[src/hdl/crp_pkg.sv]
// Package for the conv/relu/pool stack: widths, register codes, config type, helpers.
`timescale 1ns / 1ps
package crp_pkg;

	localparam int DATA_W = 16;
	localparam int FEAT_W = 15;
	localparam int PROD_W = 2 * DATA_W;
	localparam int ACC_W = PROD_W + 2;
	localparam int FRAC_W = 8;
	localparam int TAPS = 3;
	localparam int REG_IDX_W = 3;

	localparam logic [FEAT_W-1:0] FEAT_MAX = {FEAT_W{1'b1}};

	localparam logic [REG_IDX_W-1:0] REG_FIRST_TAP_A = 3'd0;
	localparam logic [REG_IDX_W-1:0] REG_FIRST_TAP_B = 3'd1;
	localparam logic [REG_IDX_W-1:0] REG_FIRST_TAP_C = 3'd2;
	localparam logic [REG_IDX_W-1:0] REG_FIRST_OFFSET = 3'd3;
	localparam logic [REG_IDX_W-1:0] REG_SECOND_TAP_A = 3'd4;
	localparam logic [REG_IDX_W-1:0] REG_SECOND_TAP_B = 3'd5;
	localparam logic [REG_IDX_W-1:0] REG_SECOND_TAP_C = 3'd6;
	localparam logic [REG_IDX_W-1:0] REG_SECOND_OFFSET = 3'd7;

	typedef struct packed {
		logic signed [DATA_W-1:0] first_tap_a;
		logic signed [DATA_W-1:0] first_tap_b;
		logic signed [DATA_W-1:0] first_tap_c;
		logic signed [DATA_W-1:0] first_offset;
		logic signed [DATA_W-1:0] second_tap_a;
		logic signed [DATA_W-1:0] second_tap_b;
		logic signed [DATA_W-1:0] second_tap_c;
		logic signed [DATA_W-1:0] second_offset;
	} crp_cfg_t;

	localparam crp_cfg_t CFG_RESET = '{
		first_tap_a: -16'sd256,
		first_tap_b: 16'sd512,
		first_tap_c: -16'sd256,
		first_offset: 16'sd0,
		second_tap_a: 16'sd256,
		second_tap_b: -16'sd256,
		second_tap_c: 16'sd256,
		second_offset: 16'sd0
	};

	// control of one tap cell
	typedef struct packed {
		logic load;
		logic clear;
		logic mul_en;
	} crp_cell_ctl_t;

	function automatic logic signed [ACC_W-1:0] crp_sum(
		input logic signed [PROD_W-1:0] p0,
		input logic signed [PROD_W-1:0] p1,
		input logic signed [PROD_W-1:0] p2,
		input logic signed [DATA_W-1:0] bias
	);
		logic signed [ACC_W-1:0] b;
		b = ACC_W'(bias) <<< FRAC_W;
		return ACC_W'(p0) + ACC_W'(p1) + ACC_W'(p2) + b;
	endfunction

	// floor shift, ReLU, clamp
	function automatic logic [FEAT_W-1:0] crp_finish(input logic signed [ACC_W-1:0] acc);
		logic signed [ACC_W-1:0] q;
		q = acc >>> FRAC_W;
		if (acc <= 0)
			return '0;
		else if (q > ACC_W'(FEAT_MAX))
			return FEAT_MAX;
		else
			return q[FEAT_W-1:0];
	endfunction

endpackage

[src/hdl/crp_if.sv]
// Stream interfaces for samples in and features out.
`timescale 1ns / 1ps
interface crp_in_if;
	logic valid;
	logic ready;
	logic signed [crp_pkg::DATA_W-1:0] sample_value;
	logic frame_last;

	modport source (output valid, output sample_value, output frame_last, input ready);
	modport sink (input valid, input sample_value, input frame_last, output ready);
endinterface

interface crp_out_if;
	logic valid;
	logic ready;
	logic [crp_pkg::FEAT_W-1:0] feature_value;
	logic feature_valid;
	logic frame_end;

	modport source (output valid, output feature_value, output feature_valid,
		output frame_end, input ready);
	modport sink (input valid, input feature_value, input feature_valid,
		input frame_end, output ready);
endinterface

[src/hdl/crp_tap_cell.sv]
// One window cell: holds a value, passes it along the chain, multiplies by its tap.
`timescale 1ns / 1ps
module crp_tap_cell (
	input  logic clk,
	input  logic arst_n,
	input  crp_pkg::crp_cell_ctl_t ctl,
	input  logic signed [crp_pkg::DATA_W-1:0] d_in,
	input  logic signed [crp_pkg::DATA_W-1:0] tap,
	output logic signed [crp_pkg::DATA_W-1:0] value,
	output logic signed [crp_pkg::PROD_W-1:0] product
);

	logic signed [crp_pkg::DATA_W-1:0] value_q;
	logic signed [crp_pkg::PROD_W-1:0] product_q;

	always_ff @(posedge clk or negedge arst_n) begin
		if (!arst_n) begin
			value_q <= '0;
		end else if (ctl.clear) begin
			value_q <= '0;
		end else if (ctl.load) begin
			value_q <= d_in;
		end
	end

	always_ff @(posedge clk) begin
		if (ctl.mul_en) begin
			product_q <= value_q * tap;
		end
	end

	assign value = value_q;
	assign product = product_q;

endmodule

[src/hdl/conv_relu_pool_conv_stack_unit.sv]
// Top level: two three-tap convolution layers with ReLU and a pair max pool between them.
`timescale 1ns / 1ps
// Each accepted sample runs through a short sequencer that drives two chains of three
// tap cells (one per layer): M1 and DONE when no layer-one value is formed; M1, A1, P
// and DONE when it opens a pool pair; M1, A1, P, M2 and DONE when it closes one while
// the layer-two window is still filling; M1, A1, P, M2, A2 and DONE when a layer-two
// value is produced. DONE waits for a free output register (every sample passes that
// step, with or without a result). The input takes the next sample while a result is
// still held at the output; the last sample of a frame always yields one transaction
// with frame_end set, after which all windows are cleared. Config is held across
// frames.
module conv_relu_pool_conv_stack_unit (
	input  logic clk,
	input  logic arst_n,
	input  logic cfg_we,
	input  logic [crp_pkg::REG_IDX_W-1:0] cfg_index,
	input  logic [crp_pkg::DATA_W-1:0] cfg_data,
	crp_in_if.sink samples,
	crp_out_if.source features
);

	typedef enum logic [2:0] {
		S_IDLE,
		S_M1,
		S_A1,
		S_P,
		S_M2,
		S_A2,
		S_DONE
	} state_t;

	state_t state_q;
	crp_pkg::crp_cfg_t cfg_q;

	logic [1:0] sample_fill_q;
	logic [1:0] pooled_fill_q;
	logic pool_phase_q;
	logic [crp_pkg::FEAT_W-1:0] pool_first_q;
	logic [crp_pkg::FEAT_W-1:0] l1_q;
	logic [crp_pkg::FEAT_W-1:0] feat_q;
	logic have2_q;
	logic last_q;

	logic out_valid_q;
	logic [crp_pkg::FEAT_W-1:0] out_value_q;
	logic out_fvalid_q;
	logic out_end_q;

	logic accept;
	logic emit_ok;
	logic emit;
	logic [crp_pkg::FEAT_W-1:0] pool_max;

	crp_pkg::crp_cell_ctl_t ctl1 [crp_pkg::TAPS];
	crp_pkg::crp_cell_ctl_t ctl2 [crp_pkg::TAPS];
	logic signed [crp_pkg::DATA_W-1:0] val1 [crp_pkg::TAPS];
	logic signed [crp_pkg::DATA_W-1:0] val2 [crp_pkg::TAPS];
	logic signed [crp_pkg::PROD_W-1:0] prod1 [crp_pkg::TAPS];
	logic signed [crp_pkg::PROD_W-1:0] prod2 [crp_pkg::TAPS];
	logic signed [crp_pkg::DATA_W-1:0] tap1 [crp_pkg::TAPS];
	logic signed [crp_pkg::DATA_W-1:0] tap2 [crp_pkg::TAPS];

	assign samples.ready = (state_q == S_IDLE);
	assign accept = samples.valid && samples.ready;
	assign emit_ok = !out_valid_q || features.ready;
	assign emit = (state_q == S_DONE) && emit_ok && (last_q || have2_q);
	assign pool_max = (pool_first_q > l1_q) ? pool_first_q : l1_q;

	assign tap1[0] = cfg_q.first_tap_a;
	assign tap1[1] = cfg_q.first_tap_b;
	assign tap1[2] = cfg_q.first_tap_c;
	assign tap2[0] = cfg_q.second_tap_a;
	assign tap2[1] = cfg_q.second_tap_b;
	assign tap2[2] = cfg_q.second_tap_c;

	// cell controls
	logic frame_clear;
	assign frame_clear = (state_q == S_DONE) && emit_ok && last_q;

	always_comb begin
		for (int i = 0; i < crp_pkg::TAPS; i++) begin
			ctl1[i].clear = frame_clear;
			ctl2[i].clear = frame_clear;
			ctl1[i].mul_en = (state_q == S_M1);
			ctl2[i].mul_en = (state_q == S_M2);
			if (i == crp_pkg::TAPS - 1) begin
				ctl1[i].load = accept;
				ctl2[i].load = (state_q == S_P) && pool_phase_q;
			end else begin
				ctl1[i].load = (state_q == S_M1);
				ctl2[i].load = (state_q == S_M2);
			end
		end
	end

	for (genvar g = 0; g < crp_pkg::TAPS; g++) begin : g_cells
		logic signed [crp_pkg::DATA_W-1:0] d1;
		logic signed [crp_pkg::DATA_W-1:0] d2;
		if (g == crp_pkg::TAPS - 1) begin : g_head
			assign d1 = samples.sample_value;
			assign d2 = {1'b0, pool_max};
		end else begin : g_body
			assign d1 = val1[g+1];
			assign d2 = val2[g+1];
		end

		crp_tap_cell u_l1 (
			.clk(clk), .arst_n(arst_n), .ctl(ctl1[g]), .d_in(d1), .tap(tap1[g]),
			.value(val1[g]), .product(prod1[g])
		);

		crp_tap_cell u_l2 (
			.clk(clk), .arst_n(arst_n), .ctl(ctl2[g]), .d_in(d2), .tap(tap2[g]),
			.value(val2[g]), .product(prod2[g])
		);
	end

	// config registers
	always_ff @(posedge clk or negedge arst_n) begin
		if (!arst_n) begin
			cfg_q <= crp_pkg::CFG_RESET;
		end else if (cfg_we) begin
			unique case (cfg_index)
				crp_pkg::REG_FIRST_TAP_A:   cfg_q.first_tap_a <= cfg_data;
				crp_pkg::REG_FIRST_TAP_B:   cfg_q.first_tap_b <= cfg_data;
				crp_pkg::REG_FIRST_TAP_C:   cfg_q.first_tap_c <= cfg_data;
				crp_pkg::REG_FIRST_OFFSET:  cfg_q.first_offset <= cfg_data;
				crp_pkg::REG_SECOND_TAP_A:  cfg_q.second_tap_a <= cfg_data;
				crp_pkg::REG_SECOND_TAP_B:  cfg_q.second_tap_b <= cfg_data;
				crp_pkg::REG_SECOND_TAP_C:  cfg_q.second_tap_c <= cfg_data;
				crp_pkg::REG_SECOND_OFFSET: cfg_q.second_offset <= cfg_data;
				default: ;
			endcase
		end
	end

	// sequencer
	always_ff @(posedge clk or negedge arst_n) begin
		if (!arst_n) begin
			state_q <= S_IDLE;
			sample_fill_q <= '0;
			pooled_fill_q <= '0;
			pool_phase_q <= 1'b0;
			pool_first_q <= '0;
			l1_q <= '0;
			feat_q <= '0;
			have2_q <= 1'b0;
			last_q <= 1'b0;
			out_valid_q <= 1'b0;
			out_value_q <= '0;
			out_fvalid_q <= 1'b0;
			out_end_q <= 1'b0;
		end else begin
			if (out_valid_q && features.ready && !emit) begin
				out_valid_q <= 1'b0;
			end
			unique case (state_q)
				S_IDLE: begin
					if (accept) begin
						last_q <= samples.frame_last;
						have2_q <= 1'b0;
						state_q <= S_M1;
					end
				end
				S_M1: begin
					if (sample_fill_q >= 2'd2) begin
						state_q <= S_A1;
					end else begin
						sample_fill_q <= sample_fill_q + 2'd1;
						state_q <= S_DONE;
					end
				end
				S_A1: begin
					l1_q <= crp_pkg::crp_finish(crp_pkg::crp_sum(prod1[0], prod1[1],
						prod1[2], cfg_q.first_offset));
					state_q <= S_P;
				end
				S_P: begin
					if (!pool_phase_q) begin
						pool_first_q <= l1_q;
						pool_phase_q <= 1'b1;
						state_q <= S_DONE;
					end else begin
						pool_phase_q <= 1'b0;
						state_q <= S_M2;
					end
				end
				S_M2: begin
					if (pooled_fill_q >= 2'd2) begin
						state_q <= S_A2;
					end else begin
						pooled_fill_q <= pooled_fill_q + 2'd1;
						state_q <= S_DONE;
					end
				end
				S_A2: begin
					feat_q <= crp_pkg::crp_finish(crp_pkg::crp_sum(prod2[0], prod2[1],
						prod2[2], cfg_q.second_offset));
					have2_q <= 1'b1;
					state_q <= S_DONE;
				end
				S_DONE: begin
					if (emit_ok) begin
						if (emit) begin
							out_valid_q <= 1'b1;
							out_value_q <= have2_q ? feat_q : '0;
							out_fvalid_q <= have2_q;
							out_end_q <= last_q;
						end
						if (last_q) begin
							sample_fill_q <= '0;
							pooled_fill_q <= '0;
							pool_phase_q <= 1'b0;
							pool_first_q <= '0;
						end
						state_q <= S_IDLE;
					end
				end
				default: state_q <= S_IDLE;
			endcase
		end
	end

	assign features.valid = out_valid_q;
	assign features.feature_value = out_value_q;
	assign features.feature_valid = out_fvalid_q;
	assign features.frame_end = out_end_q;

endmodule

[src/flat_wrapper.sv]
// flat-port wrapper written by rule: the top's interface ports become plain ports
module conv_relu_pool_conv_stack_unit_flat 
  (clk, arst_n, cfg_we, cfg_index, cfg_data, samples_valid, samples_sample_value, samples_frame_last, samples_ready, features_valid, features_feature_value, features_feature_valid, features_frame_end, features_ready);
  crp_in_if samples_i ();
  crp_out_if features_i ();
  input  logic clk;
  input  logic arst_n;
  input  logic cfg_we;
  input  logic [crp_pkg::REG_IDX_W-1:0] cfg_index;
  input  logic [crp_pkg::DATA_W-1:0] cfg_data;
  input wire logic [$bits(samples_i.valid)-1:0] samples_valid;
  input wire logic [$bits(samples_i.sample_value)-1:0] samples_sample_value;
  input wire logic [$bits(samples_i.frame_last)-1:0] samples_frame_last;
  output wire logic [$bits(samples_i.ready)-1:0] samples_ready;
  output wire logic [$bits(features_i.valid)-1:0] features_valid;
  output wire logic [$bits(features_i.feature_value)-1:0] features_feature_value;
  output wire logic [$bits(features_i.feature_valid)-1:0] features_feature_valid;
  output wire logic [$bits(features_i.frame_end)-1:0] features_frame_end;
  input wire logic [$bits(features_i.ready)-1:0] features_ready;
  assign samples_i.valid = samples_valid;
  assign samples_i.sample_value = samples_sample_value;
  assign samples_i.frame_last = samples_frame_last;
  assign samples_ready = samples_i.ready;
  assign features_valid = features_i.valid;
  assign features_feature_value = features_i.feature_value;
  assign features_feature_valid = features_i.feature_valid;
  assign features_frame_end = features_i.frame_end;
  assign features_i.ready = features_ready;
  conv_relu_pool_conv_stack_unit u_core (.clk(clk), .arst_n(arst_n), .cfg_we(cfg_we), .cfg_index(cfg_index), .cfg_data(cfg_data), .samples(samples_i), .features(features_i));
endmodule
[config.mk]
export PLATFORM = sky130hd
export DESIGN_NAME = conv_relu_pool_conv_stack_unit_flat
export DESIGN_NICKNAME = d
export VERILOG_FILES = /design/src/hdl/crp_pkg.sv /design/src/hdl/crp_if.sv /design/src/hdl/crp_tap_cell.sv /design/src/hdl/conv_relu_pool_conv_stack_unit.sv /design/src/flat_wrapper.sv
export SDC_FILE = /design/constraint.sdc
export NUM_CORES = 2
export LEC_CHECK = 0
export BUFFER_PORTS_ARGS = -buffer_cell sky130_fd_sc_hd__clkbuf_2
export CORE_MARGIN = 2
export CORE_UTILIZATION = 52
export DETAILED_ROUTE_END_ITERATION = 8
export PLACE_DENSITY = 0.79
export SLEW_MARGIN = 20
export SYNTH_ARGS = -nofsm -noshare
export SYNTH_HDL_FRONTEND = slang
export SYNTH_SLANG_ARGS = --single-unit
[constraint.sdc]
create_clock -name clk -period 8.4 [get_ports clk]
set_input_delay 1.26 -clock clk [delete_from_list [all_inputs] [get_ports clk]]
set_output_delay 1.26 -clock clk [all_outputs]
set_load 0.03 [all_outputs]
==> out/qor.yml <==
sta:
  min_period_over_period: 0.862
  tightest_slew_ps: 1100
  setup_viol_count_final: 0
  fin_skew_ps: 27.2
  drv_slew: 0
  rsz0062_at_grt: "no"
  relSlewSlack: 0.264
  max_freq_ghz: 0.138
  fin_tns_setup_ps: 0
  finalHoldViolCount: 0
  fin_crit_ps: 7240
die:
  die-area_um2: 153000
  die_x_um: 392
  core_area_um2: 149000
  initial_utilization: 0.523
  ioPinCount: 60
  placementRows: 142
  die_h_um: 392
logic_synthesis:
  syn_avg_cell_area_um2: 9.66
  ys_warn_count: 0
  seq_area_frac_synth: 0.168
  async_flop_share: 0.605
  synth_seq_cells: 486
  synth_area_leader_cell: "fa_1"
  synth_cells: 8091
  synthTopCellsByCount: "inv_1, fa_1, nand2_1, and2_1, ha_1"
  yosysMostFrequentCell: "inv_1"
  synth_top_area_share: 0.369
  syn-num-nets: 10300
  synth_edf_count: 192
  synth_area_um2: 78100
  ys_top_cells_by_area: "fa_1, ha_1, inv_1, dfrtp_1, edfxtp_1"
  synth_ff_type: "dfrtp_1"
  synthDistinctLibCells: 72
routing:
  drtAntennaViolNets: 0
  drcViolationCount: 0
  vias: 55200
  first_pass_iters: 6
  vias_per_cell: 5.51
  wirelength_um: 200000
  drt-wirelength-per-cell_um: 20.0
  drtIter0Drc: 4062
cts:
  cts_tree: "done"
  ctsLongestPathBuffers: 3
  clkLatencyLatePin_ps: 710
  root_buffer: "clkbuf_16"
  postCtsHoldBufs: 0
  post_cts_buffers: 0
  clk_pin_slew_ps: 60
  numCtsBuffers: 61
  htreeDepth: 2
  cts.sinks: 486
  cts-resized-gates: 0
grt:
  grt_max_degree: 147
  antenna_found_initial: 11
  grt_pass1_wl_um: 326000
  gr-total-overflow: 0
  grt_usage: 0.272
  grt_pass1_vias: 60300
place:
  gp_congestion: 0.979
  placed_area_um2: 80100
  portBuffers: 59
  place_hpwl_um: 156000
critical_path:
  r2r_slack_ps: 1160
  cp.arrival_ps: 7680
  criticalPathCategory: "reg -> reg"
  cp-end-kind: "flip-flop"
  ff2ff_path_depth: 21
  timing.critical_path.from_type: "flip-flop"
  crit_fanout: 18
  cp.required_ps: 8840
run_status:
  status: "completed"
finish:
  regArea_um2: 13200
  num-fill-cells: 12700
  multi_input_area_um2: 56900
  syn_to_final_growth_pct: 5.36
  layout-drive-gt1-share: 0.0480
  final_nets: 10100
  finalInstanceArea_um2: 82300
worst_hold_path:
  hold_depth: 1
  min_path_type: "reg -> reg"
run:
  cap_viol_max_count: 0
[critical path, stage by stage, from the launching register on]
cell and delay [ps]:
dfrtp_1 790, nand2_1 180, fa_1 530, fa_1 460, fa_1 560, inv_1 60, fa_1 500, fa_1 510
inv_1 50, fa_1 480, inv_1 40, ha_1 350, a21o_1 200, a21oi_1 190, o221ai_1 150, a21oi_1 450
a21bo_2 260, o21ai_0 180, or4_1 460, a31o_2 270, a31oi_1 210, xnor2_1 80
[through the flow]
| stage | utilization | instances | hold WS [ps] | setup slack [ps] |
|---|---|---|---|---|
| 2_1_floorplan | - | 8091 | 457 | 1800 |
| 6_report | 0.551 | 10000 | 479 | 1160 |
| 5_1_grt | 0.551 | 10000 | 510 | 951 |
| 3_5_place_dp | 0.536 | 9897 | 470 | 1330 |
| 3_3_place_gp | 0.536 | 9897 | 465 | 1400 |
| 4_1_cts | 0.551 | 10000 | 484 | 1260 |
[layout by cell type (no fill, tap or decap), types with 58 or more instances in the layout]
master / n
nor2_1: 168
a21o_1: 106
a21oi_1: 297
o21ai_0: 129
inv_1: 1851
clkbuf_16: 63
fa_1: 1442
nand2_1: 941
edfxtp_1: 192
xnor2_1: 165
mux2_2: 125
dfrtp_1: 267
and2_1: 745
ha_1: 702
clkbuf_2: 58
nand2b_1: 60
[logic make-up (layout without fill, tap and decap cells)]
kind of cell | Yosys count | in the layout | synth area share
mux | 143 | 143 | 0.0203
simple gates | 2140 | 2140 | 0.135
compound gates | 810 | 810 | 0.0659
fa+ha+maj | 2144 | 2144 | 0.482
other cells | 0 | 14 | 0
buf+inv | 2147 | 2054 | 0.103
xor+xnor | 221 | 221 | 0.0248
flops | 486 | 486 | 0.168
[layer usage]
layer | vias up | global-route usage | routed length [um]
li1 | 24400 | - | -
met1 | 28000 | 0.345 | 77500
met2 | 2304 | 0.453 | 96000
met3 | 514 | 0.0495 | 16300
met4 | 6 | 0.127 | 10300
met5 | - | 0 | 39
[layout make-up]
type / count / share of cell area
multi-input cells: 5458 / 0.692
flip-flops and latches: 486 / 0.160
inverters: 1853 / 0.0846
well taps: 2016 / 0.0306
clock buffers: 72 / 0.0198
clock inverters: 44 / 0.00689
repair buffers: 85 / 0.00628
diodes: 14 / 0.000426
[state kept, by name (all words and copies together), names as in the netlist]
register                       flops
u_core.g_cells.u_l1.product       96
u_core.pooled_fill_q               2
u_core.sample_fill_q               2
u_core.have2_q                     1
u_core.features.frame_end          1
u_core.features.feature_valid      1
u_core.cfg_q                     128
u_core.l1_q                       15
u_core.features.feature_value     15
u_core.pool_first_q               15
u_core.features.valid              1
u_core.g_cells.u_l2.product       96
u_core.pool_phase_q                1
u_core.g_cells.u_l1.value         48
u_core.feat_q                     15
u_core.last_q                      1
u_core.g_cells.u_l2.value         45
u_core.state_q                     3
[path summary, 6_finish.rpt]
kind | end | start
setup / recovery | u_core.g_cells[2].u_l1.product[31] | u_core.g_cells[2].u_l1.value[10]
min in group asynchronous | u_core.cfg_q[19] | arst_n
max in group asynchronous | u_core.g_cells[1].u_l1.value[7] | arst_n
setup reg to reg | u_core.g_cells[2].u_l1.product[31] | u_core.g_cells[2].u_l1.value[10]
hold / removal | u_core.features.feature_valid | u_core.features.feature_valid
hold reg to reg | u_core.features.feature_valid | u_core.features.feature_valid
Power is not shown: default switching activity piles up to over one toggle a cycle in this logic, so the estimate is an artifact.
